$ cat src/sv/srit_pkg.sv
// ----------------------------------------------------------------------------
// srit_pkg: shared types and constants for the sorted reminder table
// Field widths, command and status codes, controller states, and the
// minute-of-day key function.
// ----------------------------------------------------------------------------
package srit_pkg;

    localparam int DayW  = 5;
    localparam int HourW = 5;
    localparam int MinW  = 6;
    localparam int TagW  = 16;
    localparam int KeyW  = 11;   // hour*60 + minute stays below 2048

    // Longest dump read-out, in entries
    localparam int MaxOut = 32;

    localparam logic [KeyW-1:0] MinPerHour = 11'd60;
    localparam logic [DayW-1:0] NoDay      = '0;

    typedef enum logic {
        CMD_INSERT = 1'b0,
        CMD_DUMP   = 1'b1
    } t_cmd;

    typedef enum logic [1:0] {
        ST_OK      = 2'd0,
        ST_FULL    = 2'd1,
        ST_BAD_DAY = 2'd2,
        ST_EMPTY   = 2'd3
    } t_status;

    typedef enum logic [1:0] {
        S_IDLE,
        S_INSERT,
        S_DUMP
    } t_state;

    typedef struct packed {
        t_cmd              cmd;
        logic [DayW-1:0]   day;
        logic [HourW-1:0]  hour;
        logic [MinW-1:0]   minute;
        logic [TagW-1:0]   tag;
    } t_req;

    typedef struct packed {
        t_status           status;
        logic [DayW-1:0]   out_day;
        logic [HourW-1:0]  out_hour;
        logic [MinW-1:0]   out_minute;
        logic [TagW-1:0]   out_tag;
        logic              last;
    } t_rsp;

    // One stored entry; key kept alongside so cells need no multiplier
    typedef struct packed {
        logic [DayW-1:0]   day;
        logic [HourW-1:0]  hour;
        logic [MinW-1:0]   minute;
        logic [TagW-1:0]   tag;
        logic [KeyW-1:0]   key;
    } t_entry;

    // Per-cycle command broadcast to every cell
    typedef struct packed {
        logic ins;   // insert: shift down from the take point, load new entry
        logic rot;   // rotate: move one place towards the head, head wraps to tail
    } t_cell_ctl;

    // Where a cell sits relative to the current fill count
    typedef struct packed {
        logic occupied;   // index below count
        logic at_count;   // index equals count (first free slot)
        logic at_tail;    // index equals count - 1
    } t_cell_pos;

    function automatic logic [KeyW-1:0] key_of(input logic [HourW-1:0] hour,
                                               input logic [MinW-1:0]  minute);
        key_of = KeyW'(hour) * MinPerHour + KeyW'(minute);
    endfunction

endpackage

$ cat src/sv/srit_cell.sv
// ----------------------------------------------------------------------------
// srit_cell: one slot of the sorted entry chain
// Holds one entry, flags whether the new entry belongs at or before it, and
// loads from its neighbours on insert (shift down) or rotate (shift up).
// ----------------------------------------------------------------------------
module srit_cell
    import srit_pkg::*;
(
    input  logic      i_clk,
    input  t_cell_ctl i_ctl,
    input  t_cell_pos i_pos,
    input  logic      i_prev_take,
    input  t_entry    i_new,
    input  t_entry    i_prev,
    input  t_entry    i_next,
    input  t_entry    i_head,
    output t_entry    o_entry,
    output logic      o_take
);

    t_entry r_entry;
    t_entry n_entry;

    // Equal (day, key) takes too: the new entry goes ahead of equal ones
    assign o_take = (i_pos.occupied &&
                     {r_entry.day, r_entry.key} >= {i_new.day, i_new.key}) ||
                    i_pos.at_count;

    always_comb begin
        n_entry = r_entry;
        if (i_ctl.ins) begin
            if (i_prev_take) begin
                n_entry = i_prev;
            end else if (o_take) begin
                n_entry = i_new;
            end
        end else if (i_ctl.rot) begin
            n_entry = i_pos.at_tail ? i_head : i_next;
        end
    end

    always_ff @(posedge i_clk) begin
        r_entry <= n_entry;
    end

    assign o_entry = r_entry;

endmodule
$ cat config.mk
export PLATFORM = sky130hd
export DESIGN_NAME = srit_cell
export DESIGN_NICKNAME = d
export VERILOG_FILES = /design/src/sv/srit_pkg.sv /design/src/sv/srit_cell.sv
export SDC_FILE = /design/constraint.sdc
export NUM_CORES = 1
export LEC_CHECK = 0
export ABC_AREA = 1
export ABC_CLOCK_PERIOD_IN_PS = 2800
export BUFFER_PORTS_ARGS = -buffer_cell sky130_fd_sc_hd__buf_2
export CAP_MARGIN = 0
export CORE_AREA = 2 2 102 104
export CTS_CLUSTER_DIAMETER = 50
export CTS_CLUSTER_SIZE = 20
export DETAILED_ROUTE_END_ITERATION = 6
export DIE_AREA = 0 0 104 106
export SLEW_MARGIN = 20
export SYNTH_ARGS = -nofsm -noshare
export SYNTH_HDL_FRONTEND = slang
export SYNTH_SLANG_ARGS = --single-unit
$ cat constraint.sdc
create_clock -name i_clk -period 2.8 [get_ports i_clk]
set_clock_uncertainty 0.15 [all_clocks]
set_input_delay 0.14 -clock i_clk [delete_from_list [all_inputs] [get_ports i_clk]]
set_output_delay 0.14 -clock i_clk [all_outputs]
set_load 0.05 [all_outputs]
; ---- Yosys cells after proc, flatten, opt, wreduce, memory -nomap -nowiden
; Cells that the tools add are included.
; Widths: inputs -> output; s select.
[totals]
ff_bits = 43
input_bits = 179
out_inout_bits = 44
wordCells = 16
[op_classes]
n_lt_le_gt_ge = 1
eq_ne = 1
muxes = 5
n_reduce_logical = 4
[op_table]
columns = op, count
row1 = $mux 43, 5
row2 = $ge 16x16->1, 1
row3 = $ne 3x1->1 const B, 1
row4 = $reduce_and 2->1, 1
row5 = $reduce_bool 2->1, 1
row6 = $logic_and 1x1->1, 1
row7 = $logic_or 1x1->1, 1

; ---- Logic depth before layout (Yosys ltp)
; Gate-level depths: netlist (run 1).
[depth]
ltp_word = 6
depth_mapped = 15
mapped_depth_nobuf = 15

; ---- Worst setup path before layout (run 1)
; OpenSTA, ideal clock, no wires.
[synth_path]
path_kind = reg-to-reg
from = register r_entry (netlist bit o_entry[7])
to = register r_entry (netlist bit o_entry[0]), enable pin
setup_time_ns = 0.397
arrival_ns = 2.393
required_ns = 2.253
setup_slack_ns = -0.141
stages_incl_launch_ff = 11
n_path_buf = 0
period_less_slack_ns = 2.941
path_cell_list = edfxtp_1 -> ha_1 -> nand2_1 -> o21a_4 -> nand2_1 -> nand2_1 -> nand2_1 -> nand2_1 -> nand3_1 -> nand2_1 -> inv_1
[synth_between]
elab_chain_cells = 5
[synth_lines]
columns = item, line
row1 = start: declaration, srit_cell.sv:21  ; t_entry r_entry;
row2 = start signal: assignment, srit_cell.sv:43  ; r_entry <= n_entry;
row3 = $ge 16x16->1, srit_cell.sv:26  ; {r_entry.day, r_entry.key} >= {i_new.day, i_new.key}) ||
row4 = $logic_and 1x1->1, srit_cell.sv:25  ; assign o_take = (i_pos.occupied &&
row5 = $logic_or 1x1->1, srit_cell.sv:26
row6 = $ne 3x1->1 (no line), --
row7 = $reduce_and 2->1 (no line), --
; Every way passes these cells.
; A chain may end at the register's enable or synchronous reset.

; ---- Worst setup path in the final report (run 1)
[layout_path]
from = register r_entry (netlist bit o_entry[10])
to = register r_entry (netlist bit o_entry[24]), enable pin
; The elaborated chain is that of the path after synthesis.

==> implementation parameters, run 1 <==
Parameter                              Value

Worst setup path
  Critical path fanouts, max ... 23
  Register-to-Register Setup Slack ... 570 ps
  Worst r2r path cells ... 10
  Critical path launch point type ... flip-flop
  CP required ... 2620 ps
  Critical path class ... reg -> reg
  Arrival time of the worst setup path ... 2060 ps
  Reg2reg start ... o_entry[10]
  Crit end category ... flip-flop
  Capture instance of the worst register-to-register path ... o_entry[24]

STA
  Actual transition at the worst max-transition pin ... 671 ps
  Smallest setup slack after layout ... 568 ps
  Final hold viol count ... 0
  Slew margin rel. ... 55.2%
  Time the final worst path needs with I/O delays and setup ... 2230 ps
  Final critical-path share of the clock period ... 79.7%
  Final-report setup violation count ... 0
  Highest achievable clock rate ... 448 MHz
  Setup tns final ... 0 ps
  Unrepaired setup endpoints after global routing ... no
  Number of max-slew violations in the final report ... 0

Floorplanning
  Initial standard-cell utilization of the core ... 29.3%
  Die boundary height ... 106 um
  Core region area ... 0.0100 sq mm
  Number of rows in the core area ... 37
  Die Footprint ... 0.0110 sq mm
  Horiz. Die Dim ... 104 um
  Number of ports placed on the die boundary ... 223

Final layout
  Number of flip-flops in the largest register ... 43
  Leading cell type in the layout, fill and taps excluded ... buf_2
  Number of fillers in the final layout ... 1062
  Nets ... 771
  Share of final-layout standard cells stronger than drive strength 1 ... 42.5%
  N_diodes ... 0
  Synthesis-to-finish area growth ... 45.3%
  Most used cells in the layout excluding fill and tap cells ... buf_2, o21ai_0, nor2_1

Synthesis
  Share of async-settable or async-resettable flops after synthesis ... 0%
  Number of distinct library cell variants in the gate-level netlist after synthesis ... 20
  Multiplexer share of the synthesized area ... 0%
  Post-synthesis cell count ... 365
  Yosys Warn Count ... 0
  Post-synthesis share of cell area spent on and, or, nand and nor gates ... 13.2%
  Post-Syn Nets ... 560
  Dominant combinational cell family by area after synthesis ... compound AO/OA/AOI/OAI gates
  Adder and majority cell fraction of the synthesized area ... 6.84%
  Synthesized-area fraction occupied by ao, oa, aoi and oai cells ... 28.0%
  Yosys reg bits ... 43
  Most instantiated flip-flop cell in the synthesis netlist ... edfxtp_1
  Fraction of the yosys area taken by sequential cells ... 44.1%
  Number of flops mapped to enable cells by yosys ... 43
  Area of the mapped netlist ... 0.00293 sq mm
  Post-synthesis average cell area ... 8.02 sq um
  Xor/xnor cell area share of the yosys netlist ... 0%

Clock network
  Clock latency on the worst-skew pair ... 290 ps
  Number of buffers created by CTS ... 5
  Root Buffer Master ... clkbuf_8
  CTS tree ... done
  Buffers inserted during post-CTS setup optimization ... 0
  Maximum root-to-sink buffer count ... 2
  Clock slew at the register clock pins of the worst setup and hold paths ... 90 ps
  CTS H-Tree Depth ... 2
  Clock tree sinks ... 43
  Count of instances resized after the clock tree is built ... 0

Power
  Power spent charging and discharging nets ... 0.737 mW
  Relative contribution of the clock network to total power ... 23.3%
  Logic gate share of total power ... 36.4%
  Leak pwr ... 2.04 nW
  Highest ir drop seen on vdd ... 0.171 mV
  Switching Share ... 36.3%
  Cell area power density ... 478 mW/mm^2
  Seq pwr share ... 40.3%
  Power Internal ... 1.29 mW

Outcome
  Status ... complete, no violations

Detailed routing
  Vias/cell ... 4.76
  Remaining antenna violation count after routing ... 0
  Count of TritonRoute iterations in the first routing pass ... 4
  Wire length per cell after detailed routing ... 14.1 um
  Remaining DRCs ... 0
  Vias after detailed routing ... 3393
  Total routed wirelength ... 10.0 mm
  Detailed Route Iter0 Violations ... 208

GRT
  Vias in the first global route ... 3351
  Largest net degree at the start of global routing ... 44
  Global-route wire length before repair ... 15.9 mm
  Grt total ovfl ... 0
  Global routing usage summed across all routing layers ... 17.8%
  Initial antenna violation count ... 0

Min path
  Worst-case hold path end point ... o_entry[8]
  Min-delay src ... i_prev[8]
  Worst hold stages ... 3
  Worst hold path type ... in -> reg

Place
  DP Wirelength ... 7.65 mm
  IO Port Bufs ... 222
  Pre-CTS setup slack ... 555 ps
  RePlAce Congestion ... 0.823

Run
  Max cap viols ... 0
## metal layers
metal | vias to the layer above | GRT usage, % | share of wire [%] | wire length [um]
met3 | 12 | 3.56 | 6.6 | 664
li1 | 1714 | - | - | -
met2 | 156 | 33.3 | 51 | 5120
met1 | 1511 | 20.5 | 41 | 4080
met5 | - | 0 | 0 | 0
met4 | 0 | 5.50 | 1.6 | 157
## logic make-up after synthesis
family                   count (synthesis)
adder cells (fa/ha/maj)                 16
buffers and inverters                   52
AND/OR/NAND/NOR                        100
AO/OA/AOI/OAI                          154
flip-flops                              43
## what timing repair did
item,4_1_cts,5_1_grt
endpoints found under the hold margin,1,0
hold buffers,1,0
setup endpoints to repair,0,0
## stage by stage
step,instances,power [mW],utilization (%),area (sq um),hold slack [ps]
5_1_grt,713,2.16,42.5,4250,7.34
3_5_place_dp,704,1.58,41.4,4140,305
2_1_floorplan,365,1.32,-,2930,191
3_3_place_gp,704,1.57,41.4,4140,306
6_report,713,2.03,42.5,4250,5.21
4_1_cts,713,2.05,42.5,4250,0.101
## power groups by stage
stage          clock (mW)  sequential, mW  combinational [mW]
2_1_floorplan           0            1.08               0.236
3_3_place_gp            0           0.831               0.734
3_5_place_dp            0           0.834               0.741
4_1_cts             0.490           0.820               0.744
5_1_grt             0.525           0.828               0.805
6_report            0.474           0.819               0.739
## worst max path at each step
| stage | startpoint | endpoint | slack (ps) | cells past startpoint |
|---|---|---|---|---|
| 5_1_grt | o_entry[3] | o_entry[23] | 280 | 14 |
| 6_report | o_entry[10] | o_entry[24] | 570 | 10 |
| 2_1_floorplan | o_entry[38] | o_entry[0] | 60 | 9 |
| 3_3_place_gp | o_entry[3] | o_entry[28] | 630 | 14 |
| 4_1_cts | o_entry[10] | o_entry[15] | 540 | 10 |
| 3_5_place_dp | o_entry[10] | o_entry[32] | 560 | 10 |
## critical path, stage by stage (launching register included)
cell        delay [ps]
edfxtp_1           410
ha_1               320
nand2_1             60
o21ai_0            250
a21oi_2             80
nand2_1             70
nand2_1             60
nand3_1             70
nand2_1             80
clkinvlp_4          80
buf_4              280
## cell usage after synthesis (3+ instances only)
| cell | number | share of area [%] |
|---|---|---|
| o21ai_0 | 80 | 14 |
| o21ai_1 | 23 | 3.9 |
| buf_4 | 4 | 1.0 |
| nor2_1 | 76 | 9.7 |
| nand2_1 | 19 | 2.4 |
| inv_1 | 22 | 2.8 |
| a21oi_1 | 21 | 3.6 |
| ha_1 | 16 | 6.8 |
| clkbuf_1 | 7 | 0.90 |
| buf_2 | 16 | 2.7 |
| inv_2 | 3 | 0.38 |
| o22ai_1 | 28 | 6.0 |
| edfxtp_1 | 43 | 44 |
## area by class of cell
class	count	area (sq um)	share of cell area, %
Inverter	25	97.6	2.29
Tap cell	136	170	4.00
Clock buffer	5	68.8	1.62
Sequential cell	43	1290	30.4
Multi-Input combinational cell	270	1410	33.0
Timing Repair Buffer	231	1180	27.8
Clock inverter	3	38.8	0.912
Power figures use the tool's default switching activity.
==> run 2: changes to the inputs <==
--- a/config.mk
+++ b/config.mk
@@ -5,15 +5,15 @@
 export SDC_FILE = /design/constraint.sdc
 export NUM_CORES = 1
 export LEC_CHECK = 0
-export ABC_AREA = 1
-export ABC_CLOCK_PERIOD_IN_PS = 2800
+export ABC_AREA = 0
+export ABC_CLOCK_PERIOD_IN_PS = 2120
 export BUFFER_PORTS_ARGS = -buffer_cell sky130_fd_sc_hd__buf_2
 export CAP_MARGIN = 0
-export CORE_AREA = 2 2 102 104
+export CORE_AREA = 2 2 105 107
 export CTS_CLUSTER_DIAMETER = 50
 export CTS_CLUSTER_SIZE = 20
 export DETAILED_ROUTE_END_ITERATION = 6
-export DIE_AREA = 0 0 104 106
+export DIE_AREA = 0 0 107 109
 export SLEW_MARGIN = 20
 export SYNTH_ARGS = -nofsm -noshare
 export SYNTH_HDL_FRONTEND = slang
==> constraint.sdc (replaced) <==
create_clock -name i_clk -period 2.12 [get_ports i_clk]
set_clock_uncertainty 0.15 [all_clocks]
set_input_delay 0.106 -clock i_clk [delete_from_list [all_inputs] [get_ports i_clk]]
set_output_delay 0.106 -clock i_clk [all_outputs]
set_load 0.05 [all_outputs]
==> run 2 against run 1 <==
  * The flow now finishes with violations (setup timing)
  * Utilization increased by 2.8 points
  * Sequential share of layout area is 3.5 points lower
  * Non-clock buffer count is 17 higher
  * Die area grew 5.8%
  * Critical path type is now reg -> out
  * Critical endpoint is now o_take
  * Largest power group is now combinational logic
  * Highest routed layer unchanged
==> implementation parameters, run 2 <==
Parameter                              Value

STA
  Final hold viol count ... 0 (unchanged)
  Highest achievable clock rate ... 404 MHz
  Number of max-slew violations in the final report ... 0 (unchanged)
  Setup tns final ... -9940 ps (-9940 ps)
  Actual transition at the worst max-transition pin ... 1060 ps (+385 ps)
  Unrepaired setup endpoints after global routing ... yes
  Final critical-path share of the clock period ... 117%
  Slew margin rel. ... 29.3% (-26 points)
  Time the final worst path needs with I/O delays and setup ... 2470 ps
  Smallest setup slack after layout ... -354 ps (-921 ps)
  Final-report setup violation count ... 44 (+44)

Clock network
  Clock tree sinks ... 43 (unchanged)
  CTS tree ... done
  CTS H-Tree Depth ... 2 (unchanged)
  Maximum root-to-sink buffer count ... 2 (unchanged)
  Root Buffer Master ... clkbuf_8
  Number of buffers created by CTS ... 5 (unchanged)
  Clock latency on the worst-skew pair ... 290 ps (about the same)
  Clock slew at the register clock pins of the worst setup and hold paths ... 80 ps (about the same)

GRT
  Global-route wire length before repair ... 14.8 mm (-6.7%)
  Initial antenna violation count ... 0 (unchanged)
  Largest net degree at the start of global routing ... 75 (+70%)
  Grt total ovfl ... 0 (unchanged)
  Global routing usage summed across all routing layers ... 16.1% (-1.7 points)
  Vias in the first global route ... 3164 (-5.6%)

Power
  Highest ir drop seen on vdd ... 0.208 mV (+22%)
  Total power draw ... 2.76 mW (+36%)
  Leak pwr ... 2.26 nW (+11%)
  Cell area power density ... 575 mW/mm^2 (+20%)

Place
  DP Wirelength ... 7.20 mm (-6.0%)
  RePlAce Congestion ... 0.776 (-5.7%)
  Placed instance count ... 654 (-7.1%)
  IO Port Bufs ... 222 (unchanged)

Final layout
  Share of final-layout standard cells stronger than drive strength 1 ... 50.8% (+8.4 points)
  Number of flip-flops in the largest register ... 43 (unchanged)
  Nets ... 733 (-4.9%)
  Fin cells ... 679 (-4.8%)
  Most used cells in the layout excluding fill and tap cells ... buf_2, a21oi_1, nor2b_1
  Leading cell type in the layout, fill and taps excluded ... buf_2
  Synthesis-to-finish area growth ... 55.8%
  N_diodes ... 0 (unchanged)

Synthesis
  Synthesized-area fraction occupied by ao, oa, aoi and oai cells ... 20.4% (-7.6 points)
  Number of distinct library cell variants in the gate-level netlist after synthesis ... 23 (+15%)
  Xor/xnor cell area share of the yosys netlist ... 0% (unchanged)
  Share of the synthesized area in the top cell type ... 41.9% (-2.3 points)
  Post-Syn Nets ... 495 (-12%)
  Fraction of the yosys area taken by sequential cells ... 41.9% (-2.3 points)
  Cell with the most instances after synthesis ... a21oi_1
  Number of flops mapped to enable cells by yosys ... 43 (unchanged)
  Synth top cells by count ... a21oi_1, nor2b_1, a211oi_1, edfxtp_1, mux2i_1
  Share of async-settable or async-resettable flops after synthesis ... 0% (unchanged)
  Post-synthesis average cell area ... 10.3 sq um (+28%)
  Post-synthesis cell count ... 300 (-18%)
  Post-synthesis share of cell area spent on and, or, nand and nor gates ... 11.6% (-1.6 points)
  Yosys reg bits ... 43 (unchanged)
  Area of the mapped netlist ... 0.00308 sq mm (+5.4%)
  Most instantiated flip-flop cell in the synthesis netlist ... edfxtp_1
  Adder and majority cell fraction of the synthesized area ... 6.49% (-0.35 points)
  Dominant combinational cell family by area after synthesis ... compound AO/OA/AOI/OAI gates
  Yosys Warn Count ... 0 (unchanged)
  Multiplexer share of the synthesized area ... 14.0% (+14 points)
  Synth area leaders ... edfxtp_1, mux2i_1, a211oi_1
  Leading area contributor after synthesis ... edfxtp_1

Worst setup path
  Critical path class ... reg -> out
  Master of the slowest instance on the critical path ... edfxtp_1
  Critical path launch point type ... flip-flop
  CP required ... 1860 ps (-760 ps)
  Critical path fanouts, max ... 4 (-83%)
  Crit path largest cell delay ... 440 ps (+30 ps)
  Arrival time of the worst setup path ... 2220 ps (+160 ps)
  Crit end category ... output port
  Crit-path cells ... ha_4 -> a21oi_1 -> a31oi_1 -> a2111oi_2 -> o211ai_1 -> buf_4 -> a21o_2 -> buf_6

Detailed routing
  Remaining antenna violation count after routing ... 0 (unchanged)
  Count of TritonRoute iterations in the first routing pass ... 4 (unchanged)
  Wire length per cell after detailed routing ... 14.6 um (+3.6%)
  Detailed Route Iter0 Violations ... 112 (-46%)
  Vias/cell ... 4.71 (-1.1%)
  Total routed wirelength ... 9.89 mm (-1.3%)
  Vias after detailed routing ... 3195 (-5.8%)
  Remaining DRCs ... 0 (unchanged)

Floorplanning
  Horiz. Die Dim ... 107 um (+2.9%)
  Initial standard-cell utilization of the core ... 29.1% (-0.18 points)
  Number of rows in the core area ... 38 (+2.7%)
  Die boundary height ... 109 um (+2.8%)
  Number of ports placed on the die boundary ... 223 (unchanged)
  Die Footprint ... 0.0117 sq mm (+5.8%)
  Core region area ... 0.0106 sq mm (+6.0%)

Outcome
  Status ... complete, but fails checks
  Violated checks ... setup timing

Run
  Max cap viols ... 0 (unchanged)

Min path
  Worst hold path type ... in -> reg
==> run 2: cell count changes in the layout (fill, tap and decap cells not counted), moves of 16 or more <==
cell      before  now
o21ai_1       23    0
a21oi_1       21   45
nor2b_1        0   44
nand2_1       19    3
a211oi_1       0   43
o22ai_1       28    0
nor2_1        76    4
mux2i_1        0   43
o21ai_0       80    0
==> run 2: power breakdown <==
group / switching (mW) / internal, mW
Sequential: 0.0359 / 1.06
Combinational: 0.715 / 0.462
Clock: 0.268 / 0.225
Total: 1.02 / 1.74
==> run 2: path summary, 6_finish.rpt <==
path / cells after the start / from / slack [ps] / endpoint
setup reg to reg: 8 / o_entry[7] / -280 / o_entry[28]
hold reg to reg: 6 / o_entry[42] / 1080 / o_entry[9]
setup / recovery: 8 / o_entry[7] / -350 / o_take
hold / removal: 3 / i_head[7] / 20 / o_entry[7]
==> run 2: logic make-up after synthesis <==
kind of cell | after synthesis
DFF | 43
muxes | 43
adders and majority gates | 16
buffers and inverters | 40
and+or+nand+nor | 60
AOI/OAI and AO/OA | 98
==> run 2: layout make-up <==
type                            instances  area [sq um]
Clock buffer                            6          72.6
Clock inverter                          2          7.51
Fill cell                            1040          5800
Inverter                               16          60.1
Multi-Input combinational cell        224          1830
Sequential cell                        43          1290
Tap cell                              140           175
Timing Repair Buffer                  248          1370
==> run 2: through the flow <==
stage               util, %  setup WS [ps]  cell area, sq um  hold WS, ps
global placement       41.9           -293              4450          317
CTS                    44.3           -359              4700         5.04
detailed placement     41.9           -399              4450          315
global route           45.3           -468              4800         31.8
finish                 45.3           -354              4800         20.4
floorplan                 -           -377              3120          209
==> run 2: repair_timing <==
action | 4_1_cts | 5_1_grt
hold endpoints to repair | 0 | 0
buffers inserted | 4 | 6
setup endpoints to repair | 44 | 44
pin swaps | 11 | 5
hold buffers | 0 | 0
resized for setup | 14 | 9
gates cloned | 7 | 0
==> run 2: metal layers <==
layer | global-route usage [%] | share of wire [%]
met3 | 3.71 | 7.1
met2 | 29.8 | 51
met1 | 18.7 | 40
met5 | 0 | 0
met4 | 4.27 | 1.5
==> run 2: critical path, delay by kind of cell (launching register included) <==
family	cells	cell delay, ps
adder cells (fa/ha/maj)	1	250
flip-flops	1	440
AO/OA/AOI/OAI	5	910
buffers and inverters	2	320
==> run 3: changes to the inputs <==
--- a/config.mk
+++ b/config.mk
@@ -14,6 +14,7 @@
 export CTS_CLUSTER_SIZE = 20
 export DETAILED_ROUTE_END_ITERATION = 6
 export DIE_AREA = 0 0 107 109
+export PLACE_DENSITY = 0.7
 export SLEW_MARGIN = 20
 export SYNTH_ARGS = -nofsm -noshare
 export SYNTH_HDL_FRONTEND = slang
==> run 3 against run 2 <==
  * The run still ends with setup timing left
  * Total power increased by 5.4%
  * Worst hold slack got worse by 6.6 ps
  * Combinational power about the same
  * Utilization increased by 0.33 points
  * Global-route usage increased by 0.16 points
  * Setup slack got worse by 27 ps
  * Via count decreased by 0.13%
  * First-iteration DRC count decreased by 23%
  * Cell area increased by 0.73%
  * Register-to-register slack about the same
  * Wire length increased by 1.4%
  * Largest cell class unchanged
  * Highest routed layer unchanged
==> implementation parameters, run 3 (synthesis gave the netlist of run 2 again) <==
Parameter                              Value

Outcome
  Status ... complete, but fails checks
  Violated checks ... setup timing

GRT
  Met1 usage in global routing ... 18.2% (-0.49 points)
  Global routing usage summed across all routing layers ... 16.3% (+0.16 points)
  Layer carrying the most global-route usage ... met2
  Grt met2 use ... 31.2% (+1.4 points)
  Global-route wire length before repair ... 14.9 mm (+0.42%)
  Global Route met3 Usage ... 3.17% (-0.54 points)
  Vias in the first global route ... 3140 (-0.76%)
  Grt total ovfl ... 0 (unchanged)
  Largest net degree at the start of global routing ... 87 (+16%)
  Initial antenna violation count ... 0 (unchanged)

Floorplanning
  Core region area ... 0.0106 sq mm (unchanged)
  Horiz. Die Dim ... 107 um (unchanged)
  Die Footprint ... 0.0117 sq mm (unchanged)
  Number of ports placed on the die boundary ... 223 (unchanged)
  Initial standard-cell utilization of the core ... 29.1% (unchanged)
  Die boundary height ... 109 um (unchanged)
  Number of rows in the core area ... 38 (unchanged)

Power
  Highest ir drop seen on vdd ... 0.234 mV (+12%)
  Cell area power density ... 602 mW/mm^2 (+4.6%)
  Leak pwr ... 2.26 nW (-0.15%)
  Total power draw ... 2.91 mW (+5.4%)

Detailed routing
  Vias/cell ... 4.69 (-0.27%)
  Total routed wirelength ... 10.0 mm (+1.4%)
  Remaining antenna violation count after routing ... 0 (unchanged)
  Remaining DRCs ... 0 (unchanged)
  Detailed Route Iter0 Violations ... 86 (-23%)
  Vias after detailed routing ... 3191 (-0.13%)
  Wire length per cell after detailed routing ... 14.8 um (+1.3%)
  Count of TritonRoute iterations in the first routing pass ... 4 (unchanged)

STA
  Final hold viol count ... 0 (unchanged)
  Actual transition at the worst max-transition pin ... 1170 ps (+113 ps)
  Number of max-slew violations in the final report ... 0 (unchanged)
  Unrepaired setup endpoints after global routing ... yes
  Time the final worst path needs with I/O delays and setup ... 2500 ps (+27.5 ps)
  Final critical-path share of the clock period ... 118% (+1.3 points)
  Slew margin rel. ... 21.7% (-7.6 points)
  Final-report setup violation count ... 44 (unchanged)
  Smallest setup slack after layout ... -381 ps (-27.5 ps)
  Highest achievable clock rate ... 400 MHz (-1.1%)

Worst setup path
  Register-to-Register Setup Slack ... -270 ps (about the same)
  Crit path largest cell delay ... 450 ps (about the same)
  Arrival time of the worst setup path ... 2250 ps (+30 ps)
  Buf/Inv on CP ... 2 (unchanged)
  Critical path launch point type ... flip-flop
  Reg2reg start ... o_entry[1]
  Master of the slowest instance on the critical path ... edfxtp_1
  Capture instance of the worst register-to-register path ... o_entry[41]
  Worst r2r path cells ... 8 (unchanged)
  Cell family contributing the most delay on the critical path ... compound AO/OA/AOI/OAI gates
  Crit end category ... output port
  Critical path fanouts, max ... 2 (-2)
  CP required ... 1860 ps (about the same)
  Critical path class ... reg -> out
  Crit-path cells ... ha_4 -> nor2b_1 -> o211a_1 -> o31ai_2 -> o211ai_1 -> buf_4 -> a21o_2 -> buf_6

Place
  DP Wirelength ... 7.63 mm (+6.0%)
  IO Port Bufs ... 222 (unchanged)
  Pre-CTS setup slack ... -424 ps (-25.2 ps)
  RePlAce Congestion ... 0.819 (+5.6%)

Final layout
  Number of flip-flops in the largest register ... 43 (unchanged)
  Synthesis-to-finish area growth ... 56.9%
  Nets ... 734 (+0.14%)
  Leading cell type in the layout, fill and taps excluded ... buf_2
  Most used cells in the layout excluding fill and tap cells ... buf_2, nor2b_1, a21oi_1
  Share of final-layout standard cells stronger than drive strength 1 ... 51.5% (+0.65 points)
  N_diodes ... 0 (unchanged)

Clock network
  Clock slew at the register clock pins of the worst setup and hold paths ... 90 ps (about the same)
  Clock tree sinks ... 43 (unchanged)
  CTS H-Tree Depth ... 2 (unchanged)
  Root Buffer Master ... clkbuf_8
  Number of buffers created by CTS ... 5 (unchanged)
  CTS tree ... done
  Maximum root-to-sink buffer count ... 2 (unchanged)
  Clock latency on the worst-skew pair ... 290 ps (about the same)

Min path
  Worst hold path type ... in -> reg
  Min-delay src ... i_head[6]
  Worst hold stages ... 3 (unchanged)
  Worst-case hold path end point ... o_entry[6]

Run
  Max cap viols ... 0 (unchanged)
run 3: worst register-to-register path, delay by kind of cell, from the launching register on:
family	cells	cell delay (ps)
DFF	1	450
adders and majority gates	1	240
and+or+nand+nor	1	120
buffers and inverters	2	330
AOI/OAI and AO/OA	4	850
run 3: area by class of cell:
class	count	area [sq um]
clock buffers	5	68.8
clock inverters	3	38.8
fillers	1050	5760
inverters	16	60.1
multi-input cells	224	1840
flip-flops and latches	43	1290
well taps	140	175
repair buffers	249	1360
run 3: repair_timing:
action,CTS,global route
setup endpoints to repair,44,44
hold buffers,1,0
setup buffers,1,6
pin swaps,3,4
endpoints found under the hold margin,1,0
gates resized for setup,4,16
cloned,4,3
run 3: metal layers:
metal	routed length (um)	up-vias	share of wire (%)
met5	0	-	0
met4	131	0	1.3
met3	588	8	5.9
met2	5200	129	52
met1	4110	1426	41
li1	-	1628	-
run 3: how the worst max path moves through the flow:
stage / start / end / slack (ps) / cells after the start
after floorplan: o_entry[10] / o_entry[0] / -380 / 6
after global placement: o_entry[10] / o_entry[22] / -300 / 6
after detailed placement: o_entry[9] / o_entry[23] / -420 / 6
after CTS: o_entry[1] / o_take / -420 / 8
after global routing: o_entry[1] / o_take / -460 / 8
final: o_entry[1] / o_take / -380 / 8
run 3: report_power, final:
group	switching (mW)	internal [mW]
combinational	0.713	0.468
sequential	0.0404	1.06
clock	0.287	0.345
run 3: through the flow:
stage	setup TNS, ps	area [sq um]	util [%]	cells	hold slack, ps
2_1_floorplan	-16310	3120	-	300	209
3_3_place_gp	-12840	4440	41.9	657	310
3_5_place_dp	-18310	4440	41.9	657	308
4_1_cts	-11240	4620	43.6	671	4.37
5_1_grt	-14440	4840	45.6	680	15.1
6_report	-10100	4840	45.6	680	13.8
